<file path="config.mk">
export PLATFORM = sky130hd
export DESIGN_NAME = spl_seg
export DESIGN_NICKNAME = d
export VERILOG_FILES = /design/src/hw/rtl/spl_pkg.sv /design/src/hw/rtl/spl_seg.sv
export SDC_FILE = /design/constraint.sdc
export NUM_CORES = 1
export LEC_CHECK = 0
export ABC_AREA = 1
export BUFFER_PORTS_ARGS = -buffer_cell sky130_fd_sc_hd__buf_4
export CAP_MARGIN = 15
export CELL_PAD_IN_SITES_DETAIL_PLACEMENT = 1
export CELL_PAD_IN_SITES_GLOBAL_PLACEMENT = 2
export CORE_ASPECT_RATIO = 1.1
export CORE_MARGIN = 8
export CORE_UTILIZATION = 32
export CTS_CLUSTER_DIAMETER = 40
export CTS_CLUSTER_SIZE = 8
export DETAILED_ROUTE_END_ITERATION = 10
export PLACE_DENSITY = 0.74
export SKIP_LAST_GASP = 1
export SLEW_MARGIN = 40
export SYNTH_ARGS = -nofsm -noshare
export SYNTH_HDL_FRONTEND = slang
export SYNTH_SLANG_ARGS = --single-unit
</file>
<file path="constraint.sdc">
create_clock -name clk -period 2.7 [get_ports clk]
set_input_delay 0 -clock clk [delete_from_list [all_inputs] [get_ports clk]]
set_output_delay 0 -clock clk [all_outputs]
set_load 0.005 [all_outputs]
</file>
<file path="src/hw/rtl/spl_pkg.sv">
// ----------------------------------------------------------------------------
// spl_pkg
// Shared constants, types and tables for the cubic spline erf pipeline.
// ----------------------------------------------------------------------------
`default_nettype none

package spl_pkg;

  localparam int IN_FRAC_BITS_DEF  = 16;
  localparam int OUT_FRAC_BITS_DEF = 16;

  localparam int FRAC   = 24;
  localparam int NSEG   = 10;
  localparam int XQ_W   = 28;
  localparam int D_W    = 25;
  localparam int ACC_W  = 28;
  localparam int PROD_W = ACC_W + D_W;
  localparam int SEG_W  = 4;

  typedef logic [SEG_W-1:0]        seg_t;
  typedef logic signed [XQ_W-1:0]  xq_t;
  typedef logic signed [D_W-1:0]   dlt_t;
  typedef logic signed [ACC_W-1:0] acc_t;
  typedef logic signed [PROD_W-1:0] prod_t;

  typedef struct packed {
    logic sat_lo;
    logic sat_hi;
    logic neg;
  } ctl_t;

  localparam int KNOT_TBL [NSEG+1] = '{
    -48653926, -38587597, -28521267, -18454938, -8388608,
    1677722, 11744051, 21810381, 31876710, 41943040, 52009370
  };

  localparam int COEF_TBL [NSEG][4] = '{
    '{    3205,     5769,     3436, -16776526},
    '{   66441,   125363,    82115, -16758037},
    '{  733202,  1445127,  1024410, -16505265},
    '{ 2791588,  6469985,  5773477, -14767391},
    '{ 1118384,  8483076, 14745314,  -8732539},
    '{-5933991, -2198107, 18516294,   1886815},
    '{-3859518, -9145239, 11710287,  11371617},
    '{ 2613658, -4440654,  3558750,  15670053},
    '{ 2081444,  -694055,   477925,  16656259},
    '{  357565,   -50438,    31229,  16770388}
  };

  function automatic xq_t get_knot(input seg_t idx);
    xq_t k;
    k = '0;
    if (idx <= SEG_W'(NSEG)) begin
      k = XQ_W'(KNOT_TBL[idx]);
    end
    return k;
  endfunction

  function automatic acc_t get_coef(input seg_t seg, input logic [1:0] idx);
    acc_t c;
    c = '0;
    if (seg < SEG_W'(NSEG)) begin
      c = ACC_W'(COEF_TBL[seg][idx]);
    end
    return c;
  endfunction

endpackage

`default_nettype wire

</file>
<file path="src/hw/rtl/spl_seg.sv">
// ----------------------------------------------------------------------------
// spl_seg
// Front end: scale the sample to Q.24, fold for mirror mode, pick the segment
// and form the offset from its left knot. Three register stages.
// ----------------------------------------------------------------------------
`default_nettype none

module spl_seg import spl_pkg::*; #(
  parameter int IN_FRAC_BITS = IN_FRAC_BITS_DEF
) (
  input  wire logic                           clk,
  input  wire logic                           rst_n,
  input  wire logic                           mirror,
  input  wire logic                           up_valid,
  input  wire logic signed [IN_FRAC_BITS+3:0] up_sample,
  output logic                                up_ready,
  output logic                                dn_valid,
  output dlt_t                                dn_d,
  output seg_t                                dn_seg,
  output ctl_t                                dn_ctl,
  input  wire logic                           dn_ready
);

  localparam int SH = FRAC - IN_FRAC_BITS;

  logic en1, en2, en3;
  logic vld1_r, vld2_r, vld3_r;
  xq_t  v1_r, v2_r;
  logic neg1_r;
  ctl_t ctl2_r, ctl3_r;
  seg_t seg2_r, seg3_r;
  dlt_t d3_r;

  xq_t  xq;
  xq_t  v1_nxt;
  logic neg1_nxt;
  ctl_t ctl2_nxt;
  seg_t seg2_nxt;
  xq_t  diff;
  dlt_t d3_nxt;

  assign en3      = !vld3_r || dn_ready;
  assign en2      = !vld2_r || en3;
  assign en1      = !vld1_r || en2;
  assign up_ready = en1;

  // fold to the negative half in mirror mode
  always_comb begin
    xq       = XQ_W'(up_sample) <<< SH;
    neg1_nxt = mirror && !xq[XQ_W-1];
    v1_nxt   = neg1_nxt ? -xq : xq;
  end

  always_comb begin
    ctl2_nxt.sat_lo = (v1_r <= get_knot(SEG_W'(0)));
    ctl2_nxt.sat_hi = (v1_r >= get_knot(SEG_W'(NSEG)));
    ctl2_nxt.neg    = neg1_r;
    seg2_nxt        = '0;
    for (int i = 1; i < NSEG; i++) begin
      if (v1_r >= get_knot(SEG_W'(i))) begin
        seg2_nxt = SEG_W'(i);
      end
    end
  end

  always_comb begin
    diff   = v2_r - get_knot(seg2_r);
    d3_nxt = diff[D_W-1:0];
  end

  always_ff @(posedge clk) begin
    if (!rst_n) begin
      vld1_r <= 1'b0;
      vld2_r <= 1'b0;
      vld3_r <= 1'b0;
    end else begin
      if (en1) vld1_r <= up_valid;
      if (en2) vld2_r <= vld1_r;
      if (en3) vld3_r <= vld2_r;
    end
  end

  always_ff @(posedge clk) begin
    if (en1 && up_valid) begin
      v1_r   <= v1_nxt;
      neg1_r <= neg1_nxt;
    end
    if (en2 && vld1_r) begin
      v2_r   <= v1_r;
      ctl2_r <= ctl2_nxt;
      seg2_r <= seg2_nxt;
    end
    if (en3 && vld2_r) begin
      d3_r   <= d3_nxt;
      ctl3_r <= ctl2_r;
      seg3_r <= seg2_r;
    end
  end

  assign dn_valid = vld3_r;
  assign dn_d     = d3_r;
  assign dn_seg   = seg3_r;
  assign dn_ctl   = ctl3_r;

  a_sat_excl: assert property (@(posedge clk) disable iff (!rst_n)
    vld2_r |-> !(ctl2_r.sat_lo && ctl2_r.sat_hi))
    else $error("both saturation flags set");

  a_neg_no_hi: assert property (@(posedge clk) disable iff (!rst_n)
    (vld2_r && ctl2_r.neg) |-> !ctl2_r.sat_hi)
    else $error("folded sample flagged above top knot");

  a_seg_range: assert property (@(posedge clk) disable iff (!rst_n)
    vld3_r |-> (seg3_r <= SEG_W'(NSEG - 1)))
    else $error("segment index out of range");

endmodule

`default_nettype wire

</file>
==> impl_metrics.ini <==
[timing]
timing.final.crit_share = 0.963
rsz0062_at_grt = yes
finalHoldViolCount = 0
relSlewSlack = 0.521
setup_ws_ns = 0.0991
hold_ws_ns = 0.0483
fmax_ghz = 0.384
maxSlewViolCount = 0
clock_skew_ns = 0.00972
setup_violations = 0
period_needed_ns = 2.60
worst_pin_slew_ns = 0.718

[setup_path]
path_class = flip-flop to flip-flop
path_delay_family = adder cells
critPathArrivalTime_ns = 2.69
startpoint_type = flip-flop
crit_slowest_cell = edfxtp_1
critPathMaxStageDelay_ns = 0.42
required_ns = 2.79
cp_max_fo = 6
worstPathCellList = inv_2 > ha_1 > nand2_2 > nand3_2 > nand2_4 > ha_2 > nand2_2 > nor2_2 > buf_4 > a21oi_2 > o21ai_4 > buf_4 > xor2_1
crit_buf_inv = 3
endpoint_kind = flip-flop

[floorplan]
io-pin-count = 59
start_util = 0.322
design.core.area_mm2 = 0.0149
die_w_um = 133
dieHeight_um = 144
dieArea_mm2 = 0.0192
fp-row-count = 47

[global_route]
grt_pass1_vias = 4456
antenna_found_initial = 0
grt_first_pass_wirelength_um = 20700
grt_max_degree = 33
grt_usage = 0.135
overflow = 0

[logic_synthesis]
synth_top_area_cell = edfxtp_1
ys.flop_type = edfxtp_1
synth_area_mm2 = 0.00480
syn_inst = 538
synth_seq_area_share = 0.495
synthArstFlopShare = 0
ys_ff_latch = 80
syn_nets = 586
synth_top_area_share = 0.482
synth_area_leaders = edfxtp_1 (48%), nand2_1 (8.9%), ha_1 (6.0%)
synth_edf_count = 77
yosys_warnings = 0
synth.distinct_cells = 33
synth_area_per_cell_um2 = 8.91

[drt]
dr.pass1.iters = 4
drtIter0Drc = 110
dr_total_vias = 4058
wl_per_cell_um = 14.8
drc = 0
ant_nets = 0
vias_per_cell = 4.75
drt_wl_total_um = 12700

[placed_design]
hpwl_um = 9710
gp_congestion = 0.848
io_buffers = 58
dp_slack_ns = -0.0478
dp.cells = 811

[cells_and_area]
n_antenna_cell = 0
layout_commonest_cell = nand2_1
syn_to_final_growth_pct = 35.0
fin_nets = 701
layout_common_cells = nand2_1 (106), buf_4 (86), edfxtp_1 (77)
drive_above_1_share = 0.280
final_cell_count_no_fill = 854

[run]
maxCapViolations = 0

[cts]
cts_tree = built
h-tree-depth = 3
cts_root_buf = clkbuf_16
clkSinkCount = 80
cts_made_buffers = 9
clockBufferDepth = 2
clkLatencyLatePin_ns = 0.34
clkTransAtPathRegs_ns = 0.07

[status]
status = complete, no violations

[power_and_ir_drop]
ir_drop_mv = 0.296
power_per_cell_area_mw_per_mm2 = 564
power_leakage_nw = 2.74

[worst_hold_path]
hp-class = input port to flip-flop
tightest hold or removal path: cells and delay by family:
family / cells / cell delay (ns)
XOR/XNOR: 1 / 0.13
buffers and inverters: 2 / 0.14
synthesized netlist by cell type, types with 2 or more instances:
cell        n
edfxtp_1   77
a31oi_1     3
dfxtp_1     3
ha_1       23
nand3_1    23
inv_1      61
xor2_1     26
nand2_1   114
o21ai_2     4
nor3_1     13
xnor2_1     9
o21ai_0    23
nand4_1     9
a21o_1      2
nand2_4     2
a21oi_1    27
clkbuf_1    2
o221a_2     2
o211ai_1    4
nor2_1     72
nand3b_1    3
o21bai_1    4
nand3_2     5
nand2_2    11
inv_2       8
layer usage:
layer,wire length [um],up-vias,global-route usage
li1,-,2038,-
met1,5130,1912,0.137
met2,6720,79,0.255
met3,396,29,0.0309
met4,405,0,0.0682
met5,0,-,0
final cells by class:
cell class / instances / area [um2]
clock buffer: 10 / 229
clock inverter: 6 / 92.6
fill: 1685 / 8400
inverter: 70 / 263
multi-input combinational: 386 / 2430
sequential: 80 / 2370
tap: 196 / 245
timing repair buffer: 106 / 847
registers in the layout, indices dropped and copies added, names as in the netlist:
| name | flops |
|---|---|
| dn_d | 25 |
| v1_r | 20 |
| v2_r | 17 |
| dn_seg | 4 |
| seg2_r | 4 |
| ctl2_r | 3 |
| dn_ctl | 3 |
| dn_valid | 1 |
| neg1_r | 1 |
| vld1_r | 1 |
| vld2_r | 1 |
stage by stage:
stage / cell area, um2 / total power [mW] / setup TNS [ns] / util
2_1_floorplan: 4800 / 1.97 / 0 / -
3_3_place_gp: 5640 / 2.22 / 0 / 0.379
3_5_place_dp: 5640 / 2.23 / -0.199 / 0.379
4_1_cts: 6210 / 3.60 / 0 / 0.417
5_1_grt: 6470 / 3.83 / -0.174 / 0.435
6_report: 6470 / 3.65 / 0 / 0.435
power breakdown:
group / switching, mW / total (mW) / internal (mW) / leakage (nW)
registers: 0.0656 / 1.54 / 1.47 / 0.751
logic: 0.442 / 0.783 / 0.341 / 1.84
clock network: 0.513 / 1.33 / 0.815 / 0.149
total: 1.02 / 3.65 / 2.63 / 2.74
worst paths after layout:
kind / start / end / slack (ns) / cells past startpoint
max: seg2_r[1] / dn_d[15] / 0.1 / 13
min: up_sample[3] / v1_r[11] / 0.05 / 3
max reg2reg: seg2_r[1] / dn_d[15] / 0.1 / 13
min reg2reg: ctl2_r[0] / dn_ctl[0] / 0.43 / 0
kinds of logic (layout without fill, tap and decap cells):
family | count (synthesis) | count (layout) | share of synthesized area
adder cells (fa/ha/maj) | 23 | 23 | 0.0600
flip-flops | 80 | 80 | 0.495
XOR/XNOR | 35 | 35 | 0.0639
buffers and inverters | 72 | 192 | 0.0564
AO/OA/AOI/OAI | 73 | 73 | 0.0892
AND/OR/NAND/NOR | 255 | 255 | 0.236
timing repair:
item                                    CTS  global route
hold buffers                             19             0
setup buffers                             0             8
endpoints found under the setup margin    7            11
pin swaps                                 1            14
hold endpoints to repair                 18             0
gates resized for setup                   8            52
Power figures use the tool's default switching activity.
