`config.mk`:
```
export PLATFORM = sky130hd
export DESIGN_NAME = spl_out
export DESIGN_NICKNAME = d
export VERILOG_FILES = /design/src/hw/rtl/spl_pkg.sv /design/src/hw/rtl/spl_out.sv
export SDC_FILE = /design/constraint.sdc
export NUM_CORES = 1
export LEC_CHECK = 0
export BUFFER_PORTS_ARGS = -buffer_cell sky130_fd_sc_hd__buf_4
export CAP_MARGIN = 20
export CORE_MARGIN = 3
export CORE_UTILIZATION = 55
export DETAILED_ROUTE_END_ITERATION = 12
export GPL_TIMING_DRIVEN = 1
export PLACE_DENSITY = 0.77
export SYNTH_ARGS = -nofsm -noshare
export SYNTH_HDL_FRONTEND = slang
export SYNTH_SLANG_ARGS = --single-unit
```
`constraint.sdc`:
```
create_clock -name clk -period 4.9 [get_ports clk]
set_clock_uncertainty 0.2 [all_clocks]
set_input_delay 0.98 -clock clk [delete_from_list [all_inputs] [get_ports clk]]
set_output_delay 0.98 -clock clk [all_outputs]
set_load 0.02 [all_outputs]
```
`src/hw/rtl/spl_pkg.sv`:
```
// ----------------------------------------------------------------------------
// spl_pkg
// Shared constants, types and tables for the cubic spline erf pipeline.
// ----------------------------------------------------------------------------
`default_nettype none

package spl_pkg;

  localparam int IN_FRAC_BITS_DEF  = 16;
  localparam int OUT_FRAC_BITS_DEF = 16;

  localparam int FRAC   = 24;
  localparam int NSEG   = 10;
  localparam int XQ_W   = 28;
  localparam int D_W    = 25;
  localparam int ACC_W  = 28;
  localparam int PROD_W = ACC_W + D_W;
  localparam int SEG_W  = 4;

  typedef logic [SEG_W-1:0]        seg_t;
  typedef logic signed [XQ_W-1:0]  xq_t;
  typedef logic signed [D_W-1:0]   dlt_t;
  typedef logic signed [ACC_W-1:0] acc_t;
  typedef logic signed [PROD_W-1:0] prod_t;

  typedef struct packed {
    logic sat_lo;
    logic sat_hi;
    logic neg;
  } ctl_t;

  localparam int KNOT_TBL [NSEG+1] = '{
    -48653926, -38587597, -28521267, -18454938, -8388608,
    1677722, 11744051, 21810381, 31876710, 41943040, 52009370
  };

  localparam int COEF_TBL [NSEG][4] = '{
    '{    3205,     5769,     3436, -16776526},
    '{   66441,   125363,    82115, -16758037},
    '{  733202,  1445127,  1024410, -16505265},
    '{ 2791588,  6469985,  5773477, -14767391},
    '{ 1118384,  8483076, 14745314,  -8732539},
    '{-5933991, -2198107, 18516294,   1886815},
    '{-3859518, -9145239, 11710287,  11371617},
    '{ 2613658, -4440654,  3558750,  15670053},
    '{ 2081444,  -694055,   477925,  16656259},
    '{  357565,   -50438,    31229,  16770388}
  };

  function automatic xq_t get_knot(input seg_t idx);
    xq_t k;
    k = '0;
    if (idx <= SEG_W'(NSEG)) begin
      k = XQ_W'(KNOT_TBL[idx]);
    end
    return k;
  endfunction

  function automatic acc_t get_coef(input seg_t seg, input logic [1:0] idx);
    acc_t c;
    c = '0;
    if (seg < SEG_W'(NSEG)) begin
      c = ACC_W'(COEF_TBL[seg][idx]);
    end
    return c;
  endfunction

endpackage

`default_nettype wire

```
`src/hw/rtl/spl_out.sv`:
```
// ----------------------------------------------------------------------------
// spl_out
// Back end: apply saturation and mirror sign in Q.24, round to the output
// format, clamp to +/-1 and hold the result in the output register.
// ----------------------------------------------------------------------------
`default_nettype none

module spl_out import spl_pkg::*; #(
  parameter int OUT_FRAC_BITS = OUT_FRAC_BITS_DEF
) (
  input  wire logic                             clk,
  input  wire logic                             rst_n,
  input  wire logic                             up_valid,
  input  wire acc_t                             up_acc,
  input  wire ctl_t                             up_ctl,
  output logic                                  up_ready,
  output logic                                  out_valid,
  output logic signed [OUT_FRAC_BITS+1:0]       out_erf_value,
  input  wire logic                             out_stall
);

  localparam int OUT_W = OUT_FRAC_BITS + 2;
  localparam int OS    = FRAC - OUT_FRAC_BITS;
  localparam acc_t ONE    = ACC_W'(1) <<< FRAC;
  localparam acc_t HALF_O = (ACC_W'(1) << OS) >> 1;
  localparam acc_t LIM    = ACC_W'(1) <<< OUT_FRAC_BITS;
  localparam logic signed [OUT_W-1:0] LIM_O = OUT_W'(1) <<< OUT_FRAC_BITS;

  logic en1, en2;
  logic vld1_r, out_valid_r;
  acc_t r1_r;
  logic signed [OUT_W-1:0] erf_r;

  acc_t sel;
  acc_t r1_nxt;
  acc_t rnd;
  acc_t clp;
  logic signed [OUT_W-1:0] erf_nxt;

  assign en2      = !out_valid_r || !out_stall;
  assign en1      = !vld1_r || en2;
  assign up_ready = en1;

  always_comb begin
    if (up_ctl.sat_lo) begin
      sel = -ONE;
    end else if (up_ctl.sat_hi) begin
      sel = ONE;
    end else begin
      sel = up_acc;
    end
    r1_nxt = up_ctl.neg ? -sel : sel;
  end

  always_comb begin
    rnd = (r1_r + HALF_O) >>> OS;
    if (rnd > LIM) begin
      clp = LIM;
    end else if (rnd < -LIM) begin
      clp = -LIM;
    end else begin
      clp = rnd;
    end
    erf_nxt = clp[OUT_W-1:0];
  end

  always_ff @(posedge clk) begin
    if (!rst_n) begin
      vld1_r      <= 1'b0;
      out_valid_r <= 1'b0;
    end else begin
      if (en1) vld1_r <= up_valid;
      if (en2) out_valid_r <= vld1_r;
    end
  end

  always_ff @(posedge clk) begin
    if (en1 && up_valid) r1_r <= r1_nxt;
    if (en2 && vld1_r) erf_r <= erf_nxt;
  end

  assign out_valid     = out_valid_r;
  assign out_erf_value = erf_r;

  a_out_range: assert property (@(posedge clk) disable iff (!rst_n)
    out_valid_r |-> (erf_r <= LIM_O && erf_r >= -LIM_O))
    else $error("result outside +/-1");

  a_rst_clear: assert property (@(posedge clk)
    !rst_n |=> !out_valid_r)
    else $error("output valid after reset");

endmodule

`default_nettype wire

```
==> results.txt, run 1 <==
Ant. Diodes - 0
Largest family of logic cells by synthesized area - simple AND/OR/NAND/NOR gates
Fillcell total - 360
Final hold violation count - 0
CTS tree - done
RSZ-0062 raised after global routing - no
Setup WS pre-CTS - 1.58 ns
Iter 0 DRT Violations - 165
Relative slew margins - 43.5%
Boundary Pins - 55
GP Congestion - 0.849
Global-route met1 utilization - 23.7%
Simple-gate portion of the synthesized area - 25.2%
EDFF count, synth - 39
Via count - 2095
Clock slew seen by the registers of the worst setup and hold paths - 0.07 ns
Number of max-cap violations - 0
Leakage - 1.12 nW
Port Buffer Count - 54
Setup ws final - 1.89 ns
Area of the core - 0.00450 sq mm
Seq pwr share - 56.0%
Die area - 0.00571 sq mm
Tmin final - 3.01 ns
Register area share after synthesis - 45.5%
DRC violations left - 0
Final total power - 0.774 mW
Nets - 354
CTS resizes - 0
Drt wl/cell - 13.1 um
Non-Filler Instances - 371
# clock sinks - 41
Initial core utilization - 59.1%
Hold/Removal Path Class - reg2reg
CTS H-Tree Depth - 2
Worst-Margin Slew - 0.847 ns
Skew-Pair Late Insertion Delay - 0.29 ns
ANT nets after route - 0
XOR/XNOR share of the synthesized area - 12.8%
FMAX - 332 MHz
CP Class - in2reg
FFs w/ async S/R, synth - 0%
Max clock buf depth - 2
Total track usage - 18.1%
Mapped cell area - 0.00266 sq mm
Via density - 5.65
Largest net degree at the start of global routing - 26
Placed insts - 363
Grt met3 use - 3.56%
GR peak layer - met2
Internal power - 0.569 mW
M2 GR Usage - 30.1%
Period utilization - 61.4%
Post-Synth Adder-Cell Area - 0.470%
HPWL reported at the end of detailed placement - 3840 um
Area Overhead vs Synth - 18.5%
Synth Area in Compound Gates - 12.3%
Num CTS Buffers - 5
Routed Wire Length - 4840 um
GRT Residual Overflow - 0
Syn Nets - 305
Share of post-route cells with drive strength above 1 - 24.8%
Mapped Cells - 269
Gate power share - 16.8%
Crit path launch type - primary input
Post-synthesis mux area share - 0%
Clk root buf - clkbuf_8
Primary FF master, synth - edfxtp_1
WP data arrival - 2.85 ns
Hold Slack - 0.326 ns
Mapped Avg Cell Area - 9.89 sq um
Final setup viols - 0
Status - finished, final reports clean
Global-route wire length before repair - 7980 um
Antenna violations before repair - 0
Yosys warns - 0
Post-CTS Setup Inserts - 0
Vias in the first global route - 1824
Clock network fraction of design power - 27.2%
Worst-path fanout max - 7
FF+latch count, synth - 41
VDD IR-drop max - 0.101 mV
Num rows - 24
Net Switching - 0.205 mW
Max-slew violations - 0
PwrDens - 245 mW/mm^2
Sw Share - 26.5%
Library cells used by synthesis - 57
Die width - 75.5 um
Worst Path Required - 4.75 ns
DRT Pass-1 Iters - 5
Die span in y - 75.5 um
TNS Setup - 0 ns
Critical path endpoint category - register
Post-CTS Hold Buffers - 0
## synthesized netlist by cell type, types with 2 or more instances
| library cell | n | area (sq um) |
|---|---|---|
| a211oi_1 | 2 | 15.0 |
| a21boi_0 | 2 | 15.0 |
| a21oi_1 | 7 | 35.0 |
| a311o_1 | 2 | 20.0 |
| a31oi_1 | 4 | 25.0 |
| a41oi_1 | 2 | 17.5 |
| and2_1 | 2 | 12.5 |
| and4_1 | 4 | 35.0 |
| buf_2 | 3 | 15.0 |
| buf_4 | 2 | 15.0 |
| clkbuf_1 | 6 | 22.5 |
| dfxtp_1 | 2 | 40.0 |
| edfxtp_1 | 39 | 1170 |
| inv_1 | 7 | 26.3 |
| nand2_1 | 22 | 82.6 |
| nand2b_1 | 3 | 18.8 |
| nand3_1 | 8 | 40.0 |
| nand4_1 | 6 | 37.5 |
| nor2_1 | 39 | 146 |
| nor2b_1 | 3 | 18.8 |
| nor3_1 | 11 | 55.1 |
| nor3_2 | 3 | 30.0 |
| nor4_1 | 2 | 12.5 |
| o21ai_0 | 6 | 30.0 |
| o31ai_1 | 7 | 52.6 |
| or3_1 | 7 | 43.8 |
| xnor2_1 | 15 | 131 |
| xor2_1 | 24 | 210 |
## through the flow
stage	area (sq um)	utilization, %
after floorplan	2660	-
after global placement	3070	68.1
final	3150	70.0
after detailed placement	3070	68.1
after global routing	3150	70.0
after CTS	3150	70.0
## critical path, cell delays in order
cell and delay, ns:
buf_4 0.11, nor4_1 0.33, nand4b_1 0.23, nor4_2 0.35
nand2_2 0.18, nor3_2 0.23, o21ai_1 0.09, a311o_1 0.35
## power groups by stage
stage | logic (mW) | clock network (mW) | registers, mW
after CTS | 0.130 | 0.215 | 0.433
after floorplan | 0.0776 | 0 | 0.439
final | 0.130 | 0.211 | 0.434
after global routing | 0.144 | 0.230 | 0.437
after global placement | 0.127 | 0 | 0.439
after detailed placement | 0.130 | 0 | 0.441
## cells by family after synthesis
| logic type | Yosys count |
|---|---|
| AO/OA/AOI/OAI | 44 |
| adder cells (fa/ha/maj) | 1 |
| flip-flops | 41 |
| XOR/XNOR | 39 |
| AND/OR/NAND/NOR | 124 |
| buffers and inverters | 20 |
## state kept, by name, summed over array words and instances (netlist names)
register and cells:
out_erf_value 18, r1_r 21, out_valid 1, vld1_r 1
## layer usage
metal	part of all wire, %	routed length, um
met5	0	0
met1	46	2220
met2	48	2330
met3	4.8	234
met4	1.2	59
## cell usage in the layout, fill, tap and decap left out, types with 2 or more instances in the layout
cell,instances
a31oi_1,4
and4_1,4
o31ai_1,7
nor3_2,3
nor2b_1,3
edfxtp_1,39
xnor2_1,15
a211oi_1,2
a21boi_1,2
nand4_1,6
or3_1,7
nor3_1,11
nor4_1,2
a311o_1,2
clkinv_2,2
nor2_1,39
a21oi_1,7
xor2_1,24
a41oi_1,2
inv_1,7
o21ai_0,6
dfxtp_1,2
nand3_1,8
nand2b_1,3
clkbuf_8,5
buf_4,55
and2_1,2
nand2_1,22
## layout make-up
cell class                 instances  area (sq um)  area share, %
clock buffer                       5          68.8           2.18
timing repair buffer              55           413           13.1
sequential                        41          1210           38.4
multi-input combinational        208          1350           42.9
tap                               52          65.1           2.06
clock inverter                     3          17.5          0.556
inverter                           7          26.3          0.833
## worst paths after layout
path / from / end / cells past startpoint / slack, ns
worst max-delay path: up_acc[3] / r1_r[27] / 8 / 1.89
worst min-delay path: vld1_r / out_valid / 2 / 0.33
worst min register to register: vld1_r / out_valid / 2 / 0.33
worst max register to register: r1_r[7] / out_erf_value[2] / 8 / 2.10
(Power assumes the default switching activity.)
==> run 2, diff against run 1 <==
--- a/config.mk
+++ b/config.mk
@@ -8,10 +8,10 @@
 export BUFFER_PORTS_ARGS = -buffer_cell sky130_fd_sc_hd__buf_4
 export CAP_MARGIN = 20
 export CORE_MARGIN = 3
-export CORE_UTILIZATION = 55
+export CORE_UTILIZATION = 50
 export DETAILED_ROUTE_END_ITERATION = 12
 export GPL_TIMING_DRIVEN = 1
-export PLACE_DENSITY = 0.77
+export PLACE_DENSITY = 0.74
 export SYNTH_ARGS = -nofsm -noshare
 export SYNTH_HDL_FRONTEND = slang
 export SYNTH_SLANG_ARGS = --single-unit
==> constraint.sdc (replaced) <==
create_clock -name clk -period 2.7 [get_ports clk]
set_clock_uncertainty 0.2 [all_clocks]
set_input_delay 0.54 -clock clk [delete_from_list [all_inputs] [get_ports clk]]
set_output_delay 0.54 -clock clk [all_outputs]
set_load 0.02 [all_outputs]
==> run 2 against run 1 <==
Sequential cell count did not move; critical path depth is 1 lower; wire length down 1.0%; utilization shrank 1.1 points; critical path type unchanged; clock power up 130%; design area increased by 7.9%.
==> results.txt, run 2 (synthesized netlist as in run 1, its figures left out) <==
Status - finished, final reports clean
Worst-path fanout max - 3 (-4)
Boundary Pins - 55 (unchanged)
Worst-Margin Slew - 0.441 ns (-0.406 ns)
Max clock buf depth - 2 (unchanged)
CP Class - in2reg
DRC violations left - 0 (unchanged)
Hold/Removal Path Class - in2reg
Commonest non-fill, non-tap cell in the layout - buf_4
Crit path launch type - primary input
VDD IR-drop max - 0.236 mV (+130%)
Biggest register - r1_r
Final hold violation count - 0 (unchanged)
Antenna violations before repair - 0 (unchanged)
ANT nets after route - 0 (unchanged)
Max-slew violations - 0 (unchanged)
Die span in y - 78.9 um (+4.5%)
GRT Residual Overflow - 0 (unchanged)
GP Congestion - 0.861 (+1.5%)
WP data arrival - 2.39 ns (-0.46 ns)
Relative slew margins - 70.3% (+27 points)
Non-Filler Instances - 412 (+11%)
Largest register FFs - 21 (unchanged)
Largest net degree at the start of global routing - 26 (unchanged)
DRT Pass-1 Iters - 5 (unchanged)
# clock sinks - 41 (unchanged)
Clock slew seen by the registers of the worst setup and hold paths - 0.07 ns (about the same)
Clk root buf - clkbuf_8
Largest stage delay on the critical path - 0.42 ns (+0.07 ns)
Initial core utilization - 53.8% (-5.2 points)
Port Buffer Count - 54 (unchanged)
Die area - 0.00623 sq mm (+9.2%)
Skew-Pair Late Insertion Delay - 0.29 ns (about the same)
Post-CTS Setup Inserts - 0 (unchanged)
Area of the core - 0.00494 sq mm (+9.7%)
Share of post-route cells with drive strength above 1 - 30.1% (+5.4 points)
Nets - 380 (+7.3%)
Commonest cells after routing, fill and taps aside - buf_4, nor2_1, edfxtp_1, xor2_1, nand2_1
Global-route wire length before repair - 8270 um (+3.6%)
Via count - 2183 (+4.2%)
Routed Wire Length - 4790 um (-1.0%)
Iter 0 DRT Violations - 158 (-4.2%)
Final setup viols - 0 (unchanged)
CTS tree - done
Critical path's slowest cell - or4_4
Vias in the first global route - 1983 (+8.7%)
FMAX - 394 MHz
Tmin final - 2.54 ns
RSZ-0062 raised after global routing - no
Num CTS Buffers - 5 (unchanged)
HPWL reported at the end of detailed placement - 3810 um (-0.81%)
Setup ws final - 0.159 ns (-1.73 ns)
CTS H-Tree Depth - 2 (unchanged)
PwrDens - 452 mW/mm^2 (+84%)
Post-CTS Hold Buffers - 0 (unchanged)
Die width - 78.9 um (+4.5%)
Ant. Diodes - 0 (unchanged)
Area Overhead vs Synth - 27.9%
Drt wl/cell - 11.6 um (-11%)
Setup WS pre-CTS - -0.141 ns (-1.72 ns)
Period utilization - 94.1%
Crit path max-delay family - simple AND/OR/NAND/NOR gates
WP buf/inv - 1 (unchanged)
Total track usage - 16.5% (-1.6 points)
Flop2flop setup slack - 0.16 ns (-1.94 ns)
Via density - 5.30 (-6.2%)
Cell Chain, Critical Path - buf_4, or3_4, or4_4, or3_1, nor3_2, o21ai_1, a311o_1
Leakage - 1.27 nW (+14%)
Number of max-cap violations - 0 (unchanged)
Placed insts - 404 (+11%)
Num rows - 25 (+4.2%)
Worst Path Required - 2.55 ns (-2.20 ns)
Critical path endpoint category - register
==> run 2: changes by cell type in the layout (fill, tap and decap cells not counted), sizes merged <==
cell      delta
clkinvlp     -1
clkbuf       +2
clkinv       -2
bufinv       +1
buf         +26
==> run 2: repair_timing <==
item	4_1_cts	5_1_grt
gates resized for setup	0	1
endpoints found under the setup margin	0	9
endpoints found under the hold margin	0	0
==> run 2: cell type report <==
type | instances | area, sq um
clock buffer | 7 | 86.3
sequential | 41 | 1210
multi-input combinational | 208 | 1360
timing repair buffer | 81 | 608
inverter | 7 | 26.3
tap | 67 | 83.8
fill | 414 | 1540
clock inverter | 1 | 30.0
==> run 2: path summary, 6_finish.rpt <==
check	start	cells after the start	endpoint
setup reg to reg	r1_r[7]	10	out_erf_value[8]
hold / removal	rst_n	2	out_valid
setup / recovery	up_acc[19]	7	r1_r[27]
hold reg to reg	vld1_r	2	out_valid
==> run 2: stage by stage <==
stage	power, mW	utilization [%]	hold WS (ns)	cell area [sq um]	setup TNS, ns
3_3_place_gp	1.05	66.4	0.288	3280	-0.168
3_5_place_dp	1.06	66.4	0.302	3280	-0.213
4_1_cts	1.55	68.7	0.258	3400	0
6_report	1.54	68.9	0.264	3400	0
2_1_floorplan	0.938	-	0.275	2660	0
5_1_grt	1.62	68.9	0.258	3400	0
==> run 2: report_power, final <==
group          internal [mW]  leakage (nW)  switching, mW
combinational          0.133         0.818          0.141
clock                  0.301        0.0585          0.191
sequential             0.742         0.393         0.0283
total                   1.18          1.27          0.360
==> run 2: metal layers <==
metal / vias to the layer above / wire length, um / global-route usage, %
met3: 9 / 290 / 3.85
li1: 1135 / - / -
met5: - / 0 / 0
met2: 73 / 2200 / 27.5
met4: 0 / 98 / 7.73
met1: 966 / 2210 / 20.1
==> run 3, diff against run 2 <==
--- a/config.mk
+++ b/config.mk
@@ -7,11 +7,14 @@
 export LEC_CHECK = 0
 export BUFFER_PORTS_ARGS = -buffer_cell sky130_fd_sc_hd__buf_4
 export CAP_MARGIN = 20
+export CELL_PAD_IN_SITES_DETAIL_PLACEMENT = 0
+export CELL_PAD_IN_SITES_GLOBAL_PLACEMENT = 1
 export CORE_MARGIN = 3
-export CORE_UTILIZATION = 50
+export CORE_UTILIZATION = 38
 export DETAILED_ROUTE_END_ITERATION = 12
+export GPL_ROUTABILITY_DRIVEN = 1
 export GPL_TIMING_DRIVEN = 1
-export PLACE_DENSITY = 0.74
+export PLACE_DENSITY = 0.73
 export SYNTH_ARGS = -nofsm -noshare
 export SYNTH_HDL_FRONTEND = slang
 export SYNTH_SLANG_ARGS = --single-unit
==> run 3 against run 2 <==
Critical path depth up 2; highest routed layer unchanged; utilization down 17 points; power shrank 7.4%; sequential cell count stayed put; non-clock buffer count grew 2.
==> results.txt, run 3 (synthesized netlist as in run 1, its figures left out) <==
Status - finished, final reports clean
Sw Share - 25.5% (+2.1 points)
Commonest non-fill, non-tap cell in the layout - buf_4
Area Overhead vs Synth - 28.5%
Area of the core - 0.00657 sq mm (+33%)
GP Congestion - 0.815 (-5.4%)
Worst-Margin Slew - 0.480 ns (+0.0390 ns)
Die width - 89.7 um (+14%)
Via density - 4.80 (-9.4%)
Routed Wire Length - 4970 um (+3.6%)
DRT Pass-1 Iters - 4 (-1)
ANT nets after route - 0 (unchanged)
Commonest cells after routing, fill and taps aside - buf_4, nor2_1, edfxtp_1, xor2_1, nand2_1
Num CTS Buffers - 5 (unchanged)
Die area - 0.00804 sq mm (+29%)
Util after Layout - 52.0% (-17 points)
Fin area - 0.00342 sq mm (+0.44%)
Nets - 382 (+0.53%)
Iter 0 DRT Violations - 109 (-31%)
FMAX - 390 MHz (-0.77%)
CP Class - reg2reg
Worst Hold Depth - 2 (unchanged)
Final hold violation count - 0 (unchanged)
Max-slew violations - 0 (unchanged)
Antenna violations before repair - 0 (unchanged)
Net Switching - 0.364 mW (+0.93%)
CTS H-Tree Depth - 2 (unchanged)
GRT Residual Overflow - 0 (unchanged)
Clock slew seen by the registers of the worst setup and hold paths - 0.07 ns (about the same)
Clock network fraction of design power - 26.5% (-5.5 points)
Biggest register - r1_r
Period utilization - 94.8% (+0.73 points)
Vias in the first global route - 1881 (-5.1%)
VDD IR-drop max - 0.181 mV (-23%)
Gate power share - 19.5% (+1.7 points)
RSZ-0062 raised after global routing - no
# clock sinks - 41 (unchanged)
Post-CTS Hold Buffers - 0 (unchanged)
Worst Path Required - 2.65 ns (+0.10 ns)
Num rows - 29 (+16%)
Clk root buf - clkbuf_8
Relative slew margins - 67.7% (-2.6 points)
Max clock buf depth - 2 (unchanged)
Initial core utilization - 40.5% (-13 points)
Largest net degree at the start of global routing - 26 (unchanged)
Boundary Pins - 55 (unchanged)
Worst-path fanout max - 10 (+7)
Leakage - 1.26 nW (-1.0%)
Number of max-cap violations - 0 (unchanged)
Die span in y - 89.7 um (+14%)
Global-route wire length before repair - 8240 um (-0.42%)
TNS Setup - 0 ns (unchanged)
Worst-case reg-to-reg path depth - 9 (-1)
DRC violations left - 0 (unchanged)
Skew-Pair Late Insertion Delay - 0.29 ns (about the same)
Share of post-route cells with drive strength above 1 - 30.3% (+0.11 points)
PwrDens - 416 mW/mm^2 (-7.8%)
Internal power - 1.06 mW (-9.9%)
Tmin final - 2.56 ns (+0.0197 ns)
CTS tree - done
Fillcell total - 621 (+50%)
WP data arrival - 2.51 ns (+0.12 ns)
Area post-placement - 0.00333 sq mm (+1.4%)
HPWL reported at the end of detailed placement - 3970 um (+4.1%)
Seq pwr share - 54.0% (+3.9 points)
Port Buffer Count - 54 (unchanged)
Placed insts - 432 (+6.9%)
Crit path launch type - register
Non-Filler Instances - 440 (+6.8%)
Via count - 2113 (-3.2%)
Hold/Removal Path Class - in2reg
Total track usage - 12.8% (-3.6 points)
Final setup viols - 0 (unchanged)
Drt wl/cell - 11.3 um (-3.0%)
Largest register FFs - 21 (unchanged)
Ant. Diodes - 0 (unchanged)
Critical path endpoint category - register
## run 3: power groups by stage
stage / clock [mW] / combinational (mW) / sequential (mW)
finish: 0.377 / 0.277 / 0.769
global route: 0.408 / 0.308 / 0.775
CTS: 0.393 / 0.279 / 0.769
detailed placement: 0 / 0.278 / 0.784
global placement: 0 / 0.276 / 0.783
floorplan: 0 / 0.141 / 0.797
## run 3: worst max-delay path: stages, from the launching register on
cell and delay, ns:
edfxtp_1 0.39, ha_1 0.22, and4_4 0.21, a21o_1 0.18, a2111oi_2 0.36, o2111ai_1 0.19, nor3_2 0.24, a32oi_2 0.12
buf_4 0.18, nor2_1 0.11
## run 3: worst paths after layout
| kind | start | end | slack (ns) |
|---|---|---|---|
| max reg2reg | r1_r[7] | out_erf_value[6] | 0.14 |
| min reg2reg | vld1_r | out_valid | 0.31 |
| min | rst_n | out_valid | 0.27 |
| max | r1_r[7] | out_erf_value[6] | 0.14 |
## run 3: routing by layer
metal / global-route usage, % / part of all wire [%] / vias to the layer above
met3: 2.46 / 4.8 / 8
met5: 0 / 0 / -
li1: - / - / 1146
met1: 17.2 / 49 / 902
met2: 20.5 / 45 / 57
met4: 4.87 / 1.6 / 0
## run 3: per-stage QoR
step | hold slack, ns | worst slack (ns) | power [mW]
floorplan | 0.275 | 0.0482 | 0.938
global placement | 0.290 | -0.119 | 1.06
detailed placement | 0.295 | -0.154 | 1.06
CTS | 0.261 | 0.113 | 1.44
global route | 0.293 | 0.00353 | 1.49
finish | 0.268 | 0.139 | 1.42
## run 3: area by class of cell
cell class | count | area (sq um) | area share (%)
multi-input cells | 208 | 1360 | 39.7
flip-flops and latches | 41 | 1210 | 35.4
repair buffers | 83 | 623 | 18.2
well taps | 93 | 116 | 3.40
clock buffers | 7 | 76.3 | 2.23
inverters | 7 | 26.3 | 0.769
clock inverters | 1 | 7.51 | 0.220
## run 3: timing repair
action | in CTS | in global routing
resized for setup | 0 | 1
setup endpoints to repair | 0 | 4
buffers inserted | 0 | 0
